## src/hw/rtl/bwa_pkg.sv

```systemverilog
`timescale 1ns / 1ps

package bwa_pkg;

  localparam int unsigned SumW = 16;
  localparam int unsigned LenW = 17;

  localparam logic [SumW-1:0] ADLER_MOD = 16'd65521;
  localparam logic [LenW-1:0] BLOCK_SIZE = 17'd65536;
  localparam logic [LenW-1:0] MAX_FIRST_LEN = 17'd65536;

  // Running sums of the open block and of the message so far.
  typedef struct packed {
    logic [SumW-1:0] blk_lo;
    logic [SumW-1:0] blk_hi;
    logic [LenW-1:0] cnt;
    logic            first;
    logic [SumW-1:0] msg_lo;
    logic [SumW-1:0] msg_hi;
  } bwa_state_t;

  localparam bwa_state_t STATE_RESET = '{
    blk_lo: 16'd1,
    blk_hi: 16'd0,
    cnt:    17'd0,
    first:  1'b1,
    msg_lo: 16'd1,
    msg_hi: 16'd0
  };

  typedef struct packed {
    logic [31:0]     block_checksum;
    logic [31:0]     whole_checksum;
    logic [LenW-1:0] block_length;
    logic            last_block;
  } bwa_result_t;

  // a + b mod 65521, both operands already reduced
  function automatic logic [SumW-1:0] mod_add(input logic [SumW-1:0] a,
                                               input logic [SumW-1:0] b);
    logic [SumW:0] s;
    s = {1'b0, a} + {1'b0, b};
    if (s >= {1'b0, ADLER_MOD}) begin
      s = s - {1'b0, ADLER_MOD};
    end
    return s[SumW-1:0];
  endfunction

endpackage

```

## src/hw/rtl/bwa_step.sv

```systemverilog
`timescale 1ns / 1ps

module bwa_step
  import bwa_pkg::*;
(
  input  bwa_state_t      cur,
  input  logic [LenW-1:0] first_limit,
  input  logic [7:0]      data_byte,
  input  logic            last_byte,
  output bwa_state_t      nxt,
  output logic            emit,
  output bwa_result_t     res
);

  logic [SumW-1:0] blk_lo_upd;
  logic [SumW-1:0] blk_hi_upd;
  logic [SumW-1:0] msg_lo_upd;
  logic [SumW-1:0] msg_hi_upd;
  logic [LenW-1:0] cnt_upd;
  logic [LenW-1:0] limit;

  // The whole-message value is kept as a plain running Adler-32; with fully
  // reduced sums this is exactly what the combine rule yields at block ends.
  assign blk_lo_upd = mod_add(cur.blk_lo, {8'd0, data_byte});
  assign blk_hi_upd = mod_add(cur.blk_hi, blk_lo_upd);
  assign msg_lo_upd = mod_add(cur.msg_lo, {8'd0, data_byte});
  assign msg_hi_upd = mod_add(cur.msg_hi, msg_lo_upd);
  assign cnt_upd    = cur.cnt + 17'd1;

  assign limit = cur.first ? first_limit : BLOCK_SIZE;
  assign emit  = last_byte || (cnt_upd >= limit);

  always_comb begin
    res.block_checksum = {blk_hi_upd, blk_lo_upd};
    res.whole_checksum = {msg_hi_upd, msg_lo_upd};
    res.block_length   = cnt_upd;
    res.last_block     = last_byte;
  end

  always_comb begin
    nxt = '{
      blk_lo: blk_lo_upd,
      blk_hi: blk_hi_upd,
      cnt:    cnt_upd,
      first:  cur.first,
      msg_lo: msg_lo_upd,
      msg_hi: msg_hi_upd
    };
    if (emit) begin
      nxt.blk_lo = STATE_RESET.blk_lo;
      nxt.blk_hi = STATE_RESET.blk_hi;
      nxt.cnt    = STATE_RESET.cnt;
      nxt.first  = 1'b0;
      if (last_byte) begin
        nxt = STATE_RESET;
      end
    end
  end

endmodule

```

## src/hw/rtl/blockwise_adler32_checksummer_core.sv

```systemverilog
`timescale 1ns / 1ps

// Blockwise Adler-32 checksummer.
// Input channel (in_valid / in_stall) carries one message byte per
// transaction, with in_last_byte marking the end of a message. The message
// is cut into blocks: the first of cfg_wr_data bytes (0 reads as 1, above
// 65536 reads as 65536), later ones of 65536 bytes, the last possibly short.
// Each finished block produces one transaction on the result channel
// (out_valid / out_stall) with the block's Adler-32, the Adler-32 of the
// message through that block, the block length and a last-block flag.
// One byte per cycle while in_stall is low. A block's result is registered in
// the output register, or in the skid entry while that is held; the per-byte
// update is two mod-65521 adds for the block and two for the message.
// When the receiver stalls, results park in the output register and a single
// skid entry; bytes that close no block are still taken, and in_stall rises
// only once the skid entry is occupied.
// Reset (rst_n low, synchronous) empties both result registers, restores the
// first block length to 65536 and starts a new message.
// Write cfg_wr_data with cfg_wr_en only while the block is idle.

module blockwise_adler32_checksummer_core
  import bwa_pkg::*;
(
  input  logic            clk,
  input  logic            rst_n,
  input  logic            cfg_wr_en,
  input  logic [LenW-1:0] cfg_wr_data,
  input  logic            in_valid,
  output logic            in_stall,
  input  logic [7:0]      in_data_byte,
  input  logic            in_last_byte,
  output logic            out_valid,
  input  logic            out_stall,
  output logic [31:0]     out_block_checksum,
  output logic [31:0]     out_whole_checksum,
  output logic [LenW-1:0] out_block_length,
  output logic            out_last_block
);

  logic [LenW-1:0] first_limit_r;
  bwa_state_t      state_r;
  bwa_state_t      state_nxt;
  logic            emit;
  bwa_result_t     step_res;
  bwa_result_t     out_r;
  bwa_result_t     skid_r;
  logic            out_valid_r;
  logic            skid_valid_r;
  logic            in_take;
  logic            out_take;

  assign in_stall = skid_valid_r;
  assign in_take  = in_valid && !skid_valid_r;
  assign out_take = out_valid_r && !out_stall;

  bwa_step u_step (
    .cur         (state_r),
    .first_limit (first_limit_r),
    .data_byte   (in_data_byte),
    .last_byte   (in_last_byte),
    .nxt         (state_nxt),
    .emit        (emit),
    .res         (step_res)
  );

  always_ff @(posedge clk) begin
    if (!rst_n) begin
      first_limit_r <= MAX_FIRST_LEN;
    end else if (cfg_wr_en) begin
      if (cfg_wr_data == '0) begin
        first_limit_r <= 17'd1;
      end else if (cfg_wr_data > MAX_FIRST_LEN) begin
        first_limit_r <= MAX_FIRST_LEN;
      end else begin
        first_limit_r <= cfg_wr_data;
      end
    end
  end

  always_ff @(posedge clk) begin
    if (!rst_n) begin
      state_r <= STATE_RESET;
    end else if (in_take) begin
      state_r <= state_nxt;
    end
  end

  // Output register plus one skid entry.
  always_ff @(posedge clk) begin
    if (!rst_n) begin
      out_valid_r  <= 1'b0;
      skid_valid_r <= 1'b0;
    end else if (!out_valid_r || out_take) begin
      if (skid_valid_r) begin
        out_r        <= skid_r;
        out_valid_r  <= 1'b1;
        skid_valid_r <= 1'b0;
      end else begin
        out_r       <= step_res;
        out_valid_r <= in_take && emit;
      end
    end else if (in_take && emit) begin
      skid_r       <= step_res;
      skid_valid_r <= 1'b1;
    end
  end

  assign out_valid          = out_valid_r;
  assign out_block_checksum = out_r.block_checksum;
  assign out_whole_checksum = out_r.whole_checksum;
  assign out_block_length   = out_r.block_length;
  assign out_last_block     = out_r.last_block;

endmodule

```

## config.mk

```make
export PLATFORM = sky130hd
export DESIGN_NAME = blockwise_adler32_checksummer_core
export DESIGN_NICKNAME = d
export VERILOG_FILES = /design/src/hw/rtl/bwa_pkg.sv /design/src/hw/rtl/bwa_step.sv /design/src/hw/rtl/blockwise_adler32_checksummer_core.sv
export SDC_FILE = /design/constraint.sdc
export NUM_CORES = 1
export LEC_CHECK = 0
export BUFFER_PORTS_ARGS = -buffer_cell sky130_fd_sc_hd__buf_2
export CAP_MARGIN = 20
export CORE_MARGIN = 2
export CORE_UTILIZATION = 56
export DETAILED_ROUTE_END_ITERATION = 8
export HOLD_SLACK_MARGIN = 0.05
export MAX_ROUTING_LAYER = met4
export PLACE_DENSITY_LB_ADDON = 0.12
export SYNTH_ARGS = -nofsm -noshare
export SYNTH_HDL_FRONTEND = slang
export SYNTH_HIERARCHICAL = 1
export SYNTH_SLANG_ARGS = --single-unit
```

## constraint.sdc

```tcl
create_clock -name clk -period 6.8 [get_ports clk]
set_input_delay 1.36 -clock clk [delete_from_list [all_inputs] [get_ports clk]]
set_output_delay 1.36 -clock clk [all_outputs]
set_load 0.005 [all_outputs]
```

==> results of run 1 <==
## what timing repair did
action	4_1_cts	5_1_grt
endpoints found under the setup margin	17	81
buffers inserted	2	18
gates resized for setup	7	104
cloned	1	1
hold buffers	0	0
pin swaps	2	45
## flip-flops by register name, indices dropped and copies added, names as in the netlist
| register | count |
|---|---|
| skid_r | 82 |
| state_r | 82 |
| out_block_checksum | 32 |
| out_whole_checksum | 32 |
| first_limit_r | 17 |
| out_block_length | 17 |
| in_stall | 1 |
| out_last_block | 1 |
| out_valid | 1 |
## report_power, final
part	internal (mW)	switching [mW]	leakage [nW]
clock network	1.02	0.635	0.496
logic	0.520	0.569	5.72
registers	1.81	0.0366	2.33
total	3.34	1.24	8.54
## worst max-delay path: cells and delay by family
| kind | cells | cell delay, ps |
|---|---|---|
| multiplexers | 2 | 390 |
| AO/OA/AOI/OAI | 7 | 1560 |
| adder cells (fa/ha/maj) | 3 | 630 |
| XOR/XNOR | 1 | 170 |
| buffers and inverters | 7 | 920 |
| AND/OR/NAND/NOR | 7 | 2110 |
## cell usage in the layout, fill, tap and decap left out, drive strengths merged, types with 11 or more instances in the layout
| master | synthesis | final |
|---|---|---|
| buf | 45 | 403 |
| nand2 | 271 | 271 |
| edfxtp | 164 | 164 |
| dfxtp | 101 | 101 |
| mux2 | 87 | 87 |
| a21boi | 84 | 84 |
| nor2 | 79 | 79 |
| ha | 76 | 76 |
| a21oi | 59 | 59 |
| inv | 49 | 50 |
| and2 | 50 | 50 |
| nand3 | 47 | 47 |
| o21ai | 46 | 46 |
| xor2 | 40 | 40 |
| clkbuf | 32 | 35 |
| xnor2 | 34 | 34 |
| nor2b | 28 | 28 |
| and3 | 27 | 27 |
| a21o | 27 | 27 |
| nor3 | 27 | 27 |
| nand4 | 20 | 20 |
| nand2b | 20 | 20 |
| o22ai | 17 | 17 |
| o21a | 15 | 16 |
| a211oi | 16 | 16 |
| or3 | 14 | 14 |
| nand3b | 11 | 11 |
## cells by family after synthesis
group / count (synthesis) / synth area share, %
simple gates: 648 / 20.1
compound gates: 347 / 15.3
flops: 265 / 43.4
buf+inv: 126 / 3.83
mux: 95 / 6.63
fa+ha+maj: 80 / 6.45
xor+xnor: 74 / 4.19
## cell type report
cell class | count | area share (%)
multi-input combinational | 1245 | 44.4
sequential | 265 | 33.8
timing repair buffer | 404 | 13.6
clock buffer | 34 | 3.67
tap | 378 | 2.30
clock inverter | 18 | 1.21
inverter | 49 | 0.895
antenna | 1 | 0.0122
## through the flow
stage / instance area (um2) / hold WS, ps / setup slack, ps
global route: 20500 / 477 / -221
floorplan: 16100 / 434 / -98.5
finish: 20500 / 460 / -56.1
CTS: 19900 / 462 / -2.59
global placement: 18800 / 449 / -631
detailed placement: 18800 / 452 / -676
## worst paths after layout
| kind | from | end | slack [ps] | depth (start not counted) |
|---|---|---|---|---|
| max | in_data_byte[0] | out_block_checksum[29] | -60 | 27 |
| min | state_r[23] | state_r[23] | 460 | 2 |
| max reg2reg | state_r[66] | out_block_checksum[29] | 600 | 25 |
| min reg2reg | state_r[23] | state_r[23] | 460 | 2 |
## layer usage
metal	part of all wire, %	routed length (um)	vias up	track usage (%)
met5	0	0	-	-
met4	1.8	750	0	5.47
met3	5.5	2370	66	3.21
met2	47	20100	415	45.6
met1	46	19700	6621	39.0
li1	-	-	6657	-
==> results.ini, run 1 <==
[status]
status = finished, violations left
violations = setup timing

[cts]
cts_sinks = 265
cts_buffers = 28
clk_path_buf_depth = 3
cts_tree = done
clk_latency_ps = 550
cts-root-buf = clkbuf_16
clkSlewWorstSetupHoldPaths_ps = 60
cts_htree_levels = 1

[timing]
worst_slack_ps = -56.1
tightest_slew_ps = 1030
skew_ps = 10.6
timing.final.crit_period_ps = 6860
rsz0062_at_grt = yes
finalSetupTns_ps = -82.3
period_share_pct = 101
slew_headroom_pct = 31.5
report.final.slew_viol_count = 0
setup_viol = 2
clock.fmax_mhz = 146
finalHoldViolCount = 0

[power]
power_density_nw_per_um2 = 223
leakage_nw = 8.54
ir_drop_mv = 0.165
finalPower_mw = 4.58

[synth]
syn_nets = 1746
synth_area_leaders = edfxtp_1, dfxtp_1, nand2_1
avgSynthCellArea_um2 = 9.78
yosys_most_used_dff = edfxtp_1
ys_ff_latch = 265
syn_inst = 1635
yosysMostFrequentCell = nand2_1
synth_commonest_cells = nand2_1, edfxtp_1, dfxtp_1
ys_types = 93
synth-edff-count = 164
yosysSeqAreaShare_pct = 43.4
post-synth-top-area-fraction_pct = 30.8
synthArstFlopShare_pct = 0
synth_top_cell_by_area = edfxtp_1
yosys_warnings = 6
netlist_area_um2 = 16000

[layout]
post-route-util_pct = 73.5
stdcell_count = 2394
syn_to_final_growth_pct = 28.5
seq_area_um2 = 6950
multi_input_area_um2 = 9130
fill_cells = 2081
layout-drive-gt1-share_pct = 33.2
finalNetCount = 2104

[global_routing]
antenna_found_initial = 1
grt.total_usage_pct = 28.3
grt_pass1_wl_um = 67700
grt_pass1_vias = 13225
gr-total-overflow = 0
grt_max_degree = 89

[placement]
post-dp-hpwl_um = 29800
gp_congestion = 0.942
dp_cells = 2319
portBuffers = 114

[routing]
drt_iter0_markers = 1283
ant_nets = 0
drc = 0
routedWlPerCell_um = 17.9
routed_wl_um = 42800
vias_per_cell = 5.75
vias = 13759
firstDrtPassIters = 5

[setup_path]
cp_common_cell = buf_4
critPathKind = input pin to register
worst-endpoint-required_ps = 7100
critPathMaxFanout = 5
worstSetupStartpointType = input pin
max_stage_delay_ps = 590
cp-end-kind = register
crit_path_top_delay_cell = or4_4
cp.arrival_ps = 7160

[floorplanning]
io_pins = 115
start_util_pct = 57.2
dieArea_um2 = 29900
coreArea_um2 = 27900
die_x_um = 173
dieHeight_um = 173
num_rows = 61

[run]
cap_violations = 0

[min_path]
worstHoldPathType = register to register

No activity file was read; power rests on OpenSTA's default activity.
==> run 2: changes to the inputs <==
--- a/config.mk
+++ b/config.mk
@@ -5,6 +5,7 @@
 export SDC_FILE = /design/constraint.sdc
 export NUM_CORES = 1
 export LEC_CHECK = 0
+export ABC_AREA = 1
 export BUFFER_PORTS_ARGS = -buffer_cell sky130_fd_sc_hd__buf_2
 export CAP_MARGIN = 20
 export CORE_MARGIN = 2
==> run 2 against run 1 <==
Against the previous run: the run now ends clean; clock skew hardly changed; register-to-register slack improved by 720 ps; setup slack better by 810 ps; non-clock buffer count fell by 241; largest cell class unchanged; sequential share of layout area grew 2.9 points; hold slack improved by 4.4 ps; sequential cell count stayed put; critical path type unchanged; critical path depth is 12 higher; total power increased by 7.6%; area after synthesis increased by 5.4%; largest power group unchanged; count of clock-buffer cells in the layout down 1.
==> results.ini, run 2 <==
[floorplanning]
dieArea_um2 = 31500  ; +5.2%
die_x_um = 177  ; +2.6%
start_util_pct = 56.9  ; -0.39 points
dieHeight_um = 177  ; +2.6%
coreArea_um2 = 29600  ; +6.1%
io_pins = 115  ; unchanged
num_rows = 63  ; +3.3%

[placement]
portBuffers = 114  ; unchanged
post-dp-hpwl_um = 32400  ; +8.5%
gp_congestion = 0.954  ; +1.3%

[setup_path]
crit_path_top_delay_cell = fa_1
path_buf_inv = 7  ; unchanged
r2r-start = state_r[16]
critPathKind = input pin to register
cp-end-kind = register
critical_path_depth = 39  ; +44%
cp_common_cell = nand2_1
worstSetupStartpointType = input pin
r2r_end = out_whole_checksum[24]
path_delay_family = simple AND/OR/NAND/NOR gates
critPathMaxFanout = 10  ; +5
cp.arrival_ps = 6350  ; -810 ps
reg2reg_slack_ps = 1320  ; +720 ps
max_stage_delay_ps = 400  ; -190 ps
worst-endpoint-required_ps = 7100  ; about the same
r2r_cells = 38  ; +52%

[routing]
firstDrtPassIters = 7  ; +2
vias = 15410  ; +12%
routed_wl_um = 45100  ; +5.2%
drc = 0  ; unchanged
drt_iter0_markers = 1333  ; +3.9%
routedWlPerCell_um = 15.5  ; -13%
vias_per_cell = 5.31  ; -7.7%
ant_nets = 0  ; unchanged

[timing]
tightest_slew_ps = 1040  ; +17.5 ps
finalHoldViolCount = 0  ; unchanged
setup_viol = 0  ; -2
report.final.slew_viol_count = 0  ; unchanged
slew_headroom_pct = 30.4  ; -1.2 points
period_share_pct = 89.0  ; -12 points
clock.fmax_mhz = 165  ; +13%
finalSetupTns_ps = 0  ; +82.3 ps
hold_slack_ps = 465  ; +4.37 ps
timing.final.crit_period_ps = 6050  ; -806 ps
skew_ps = 10.2  ; -0.374 ps
rsz0062_at_grt = no

[synth]
synth-adder-area-share_pct = 6.12  ; -0.33 points
post-synth-top-area-fraction_pct = 29.2  ; -1.6 points
syn_nets = 2483  ; +42%
syn_inst = 2372  ; +45%
ys_types = 46  ; -51%
synth_area_leaders = edfxtp_1, nand2_1, dfxtp_1
yosysSeqAreaShare_pct = 41.2  ; -2.2 points
synth-edff-count = 164  ; unchanged
synth_xor_area_share_pct = 2.59  ; -1.6 points
synthSimpleGateAreaFrac_pct = 35.6  ; +16 points
avgSynthCellArea_um2 = 7.10  ; -27%
synth_compound_area_share_pct = 5.61  ; -9.7 points
synthArstFlopShare_pct = 0  ; unchanged
netlist_area_um2 = 16800  ; +5.4%
synth_top_family_by_area = simple AND/OR/NAND/NOR gates
synth_commonest_cells = nand2_1, nor2_1, inv_1
yosysMostFrequentCell = nand2_1
yosys_most_used_dff = edfxtp_1
ys_ff_latch = 265  ; unchanged
synth_top_cell_by_area = edfxtp_1
yosys_warnings = 6  ; unchanged
synthMuxAreaShare_pct = 0  ; -6.6 points

[layout]
layout_commonest_cell = nand2_1
layout_common_cells = nand2_1, nor2_1, inv_1, edfxtp_1, buf_2
top_regs = skid_r x82, state_r x82
fill_cells = 2733  ; +31%
layout-drive-gt1-share_pct = 10.8  ; -22 points
syn_to_final_growth_pct = 12.2
diodes = 0  ; -1
finalNetCount = 2604  ; +24%

[global_routing]
gr-total-overflow = 0  ; unchanged
grt_pass1_vias = 14151  ; +7.0%
antenna_found_initial = 0  ; -1
grt_pass1_wl_um = 71800  ; +6.0%
grt_max_degree = 85  ; -4.5%
grt.total_usage_pct = 29.3  ; +0.99 points

[cts]
post_cts_resized = 0  ; -7
clk_latency_ps = 550  ; about the same
cts_sinks = 265  ; unchanged
cts-root-buf = clkbuf_16
postCtsSetupRepairBufs = 0  ; -2
cts_htree_levels = 1  ; unchanged
cts_buffers = 29  ; +3.6%
clk_path_buf_depth = 3  ; unchanged
clkSlewWorstSetupHoldPaths_ps = 60  ; about the same
cts_tree = done
hold_buffers = 0  ; unchanged

[min_path]
holdPathStages = 2  ; unchanged
worstHoldPathType = register to register
worstHoldEndpoint = first_limit_r[2]
holdCritStartpoint = first_limit_r[2]

[power]
power_density_nw_per_um2 = 261  ; +17%
leakage_nw = 9.42  ; +10%
ir_drop_mv = 0.237  ; +44%

[run]
cap_violations = 0  ; unchanged

[status]
status = complete, no violations

==> run 2: final cells by class <==
class / count / area, um2 / share of cell area, %
well taps: 390 / 488 / 2.58
flip-flops and latches: 265 / 6950 / 36.8
clock inverters: 19 / 181 / 0.960
inverters: 298 / 1120 / 5.92
repair buffers: 163 / 988 / 5.23
clock buffers: 33 / 741 / 3.92
multi-input cells: 1736 / 8430 / 44.6
==> run 2: worst max-delay path by stage <==
stage	startpoint	end	slack (ps)
5_1_grt	in_data_byte[0]	state_r[3]	150
4_1_cts	in_data_byte[0]	out_whole_checksum[24]	810
3_3_place_gp	in_data_byte[0]	state_r[6]	340
6_report	in_data_byte[0]	out_whole_checksum[24]	750
2_1_floorplan	state_r[33]	skid_r[0]	810
3_5_place_dp	in_data_byte[0]	out_whole_checksum[16]	230
==> run 2: worst reg2reg max path: cells and delay by family, from the launching register on <==
| kind | cells | cell delay, ps |
|---|---|---|
| simple gates | 28 | 3200 |
| fa+ha+maj | 4 | 1130 |
| buf+inv | 6 | 580 |
| flops | 1 | 330 |
==> run 2: per-stage QoR <==
step                      cell area (um2)  instances  utilization (%)  power [mW]  setup slack, ps
final                               18900       2904             63.8        4.93              749
after global routing                18900       2904             63.8        5.21              154
after CTS                           18900       2904             63.8        4.94              808
after detailed placement            18000       2852             60.7        3.40              232
after global placement              18000       2852             60.7        3.38              336
after floorplan                     16900       2372                -        2.96              813
==> run 2: report_power, final <==
group	total [mW]	switching, mW	internal (mW)
Clock	1.54	0.649	0.894
Combinational	1.45	0.958	0.496
Sequential	1.94	0.0605	1.88
==> run 2: metal layers <==
layer | GRT usage, % | up-vias | wire length, um
li1 | - | 7806 | -
met1 | 40.7 | 7061 | 20800
met2 | 45.8 | 473 | 20300
met3 | 3.88 | 70 | 3100
met4 | 6.63 | 0 | 903
met5 | - | - | 0
==> run 2: logic make-up after synthesis <==
group / Yosys count
AO/OA/AOI/OAI: 171
buffers and inverters: 371
adder cells (fa/ha/maj): 80
flip-flops: 265
AND/OR/NAND/NOR: 1436
XOR/XNOR: 49
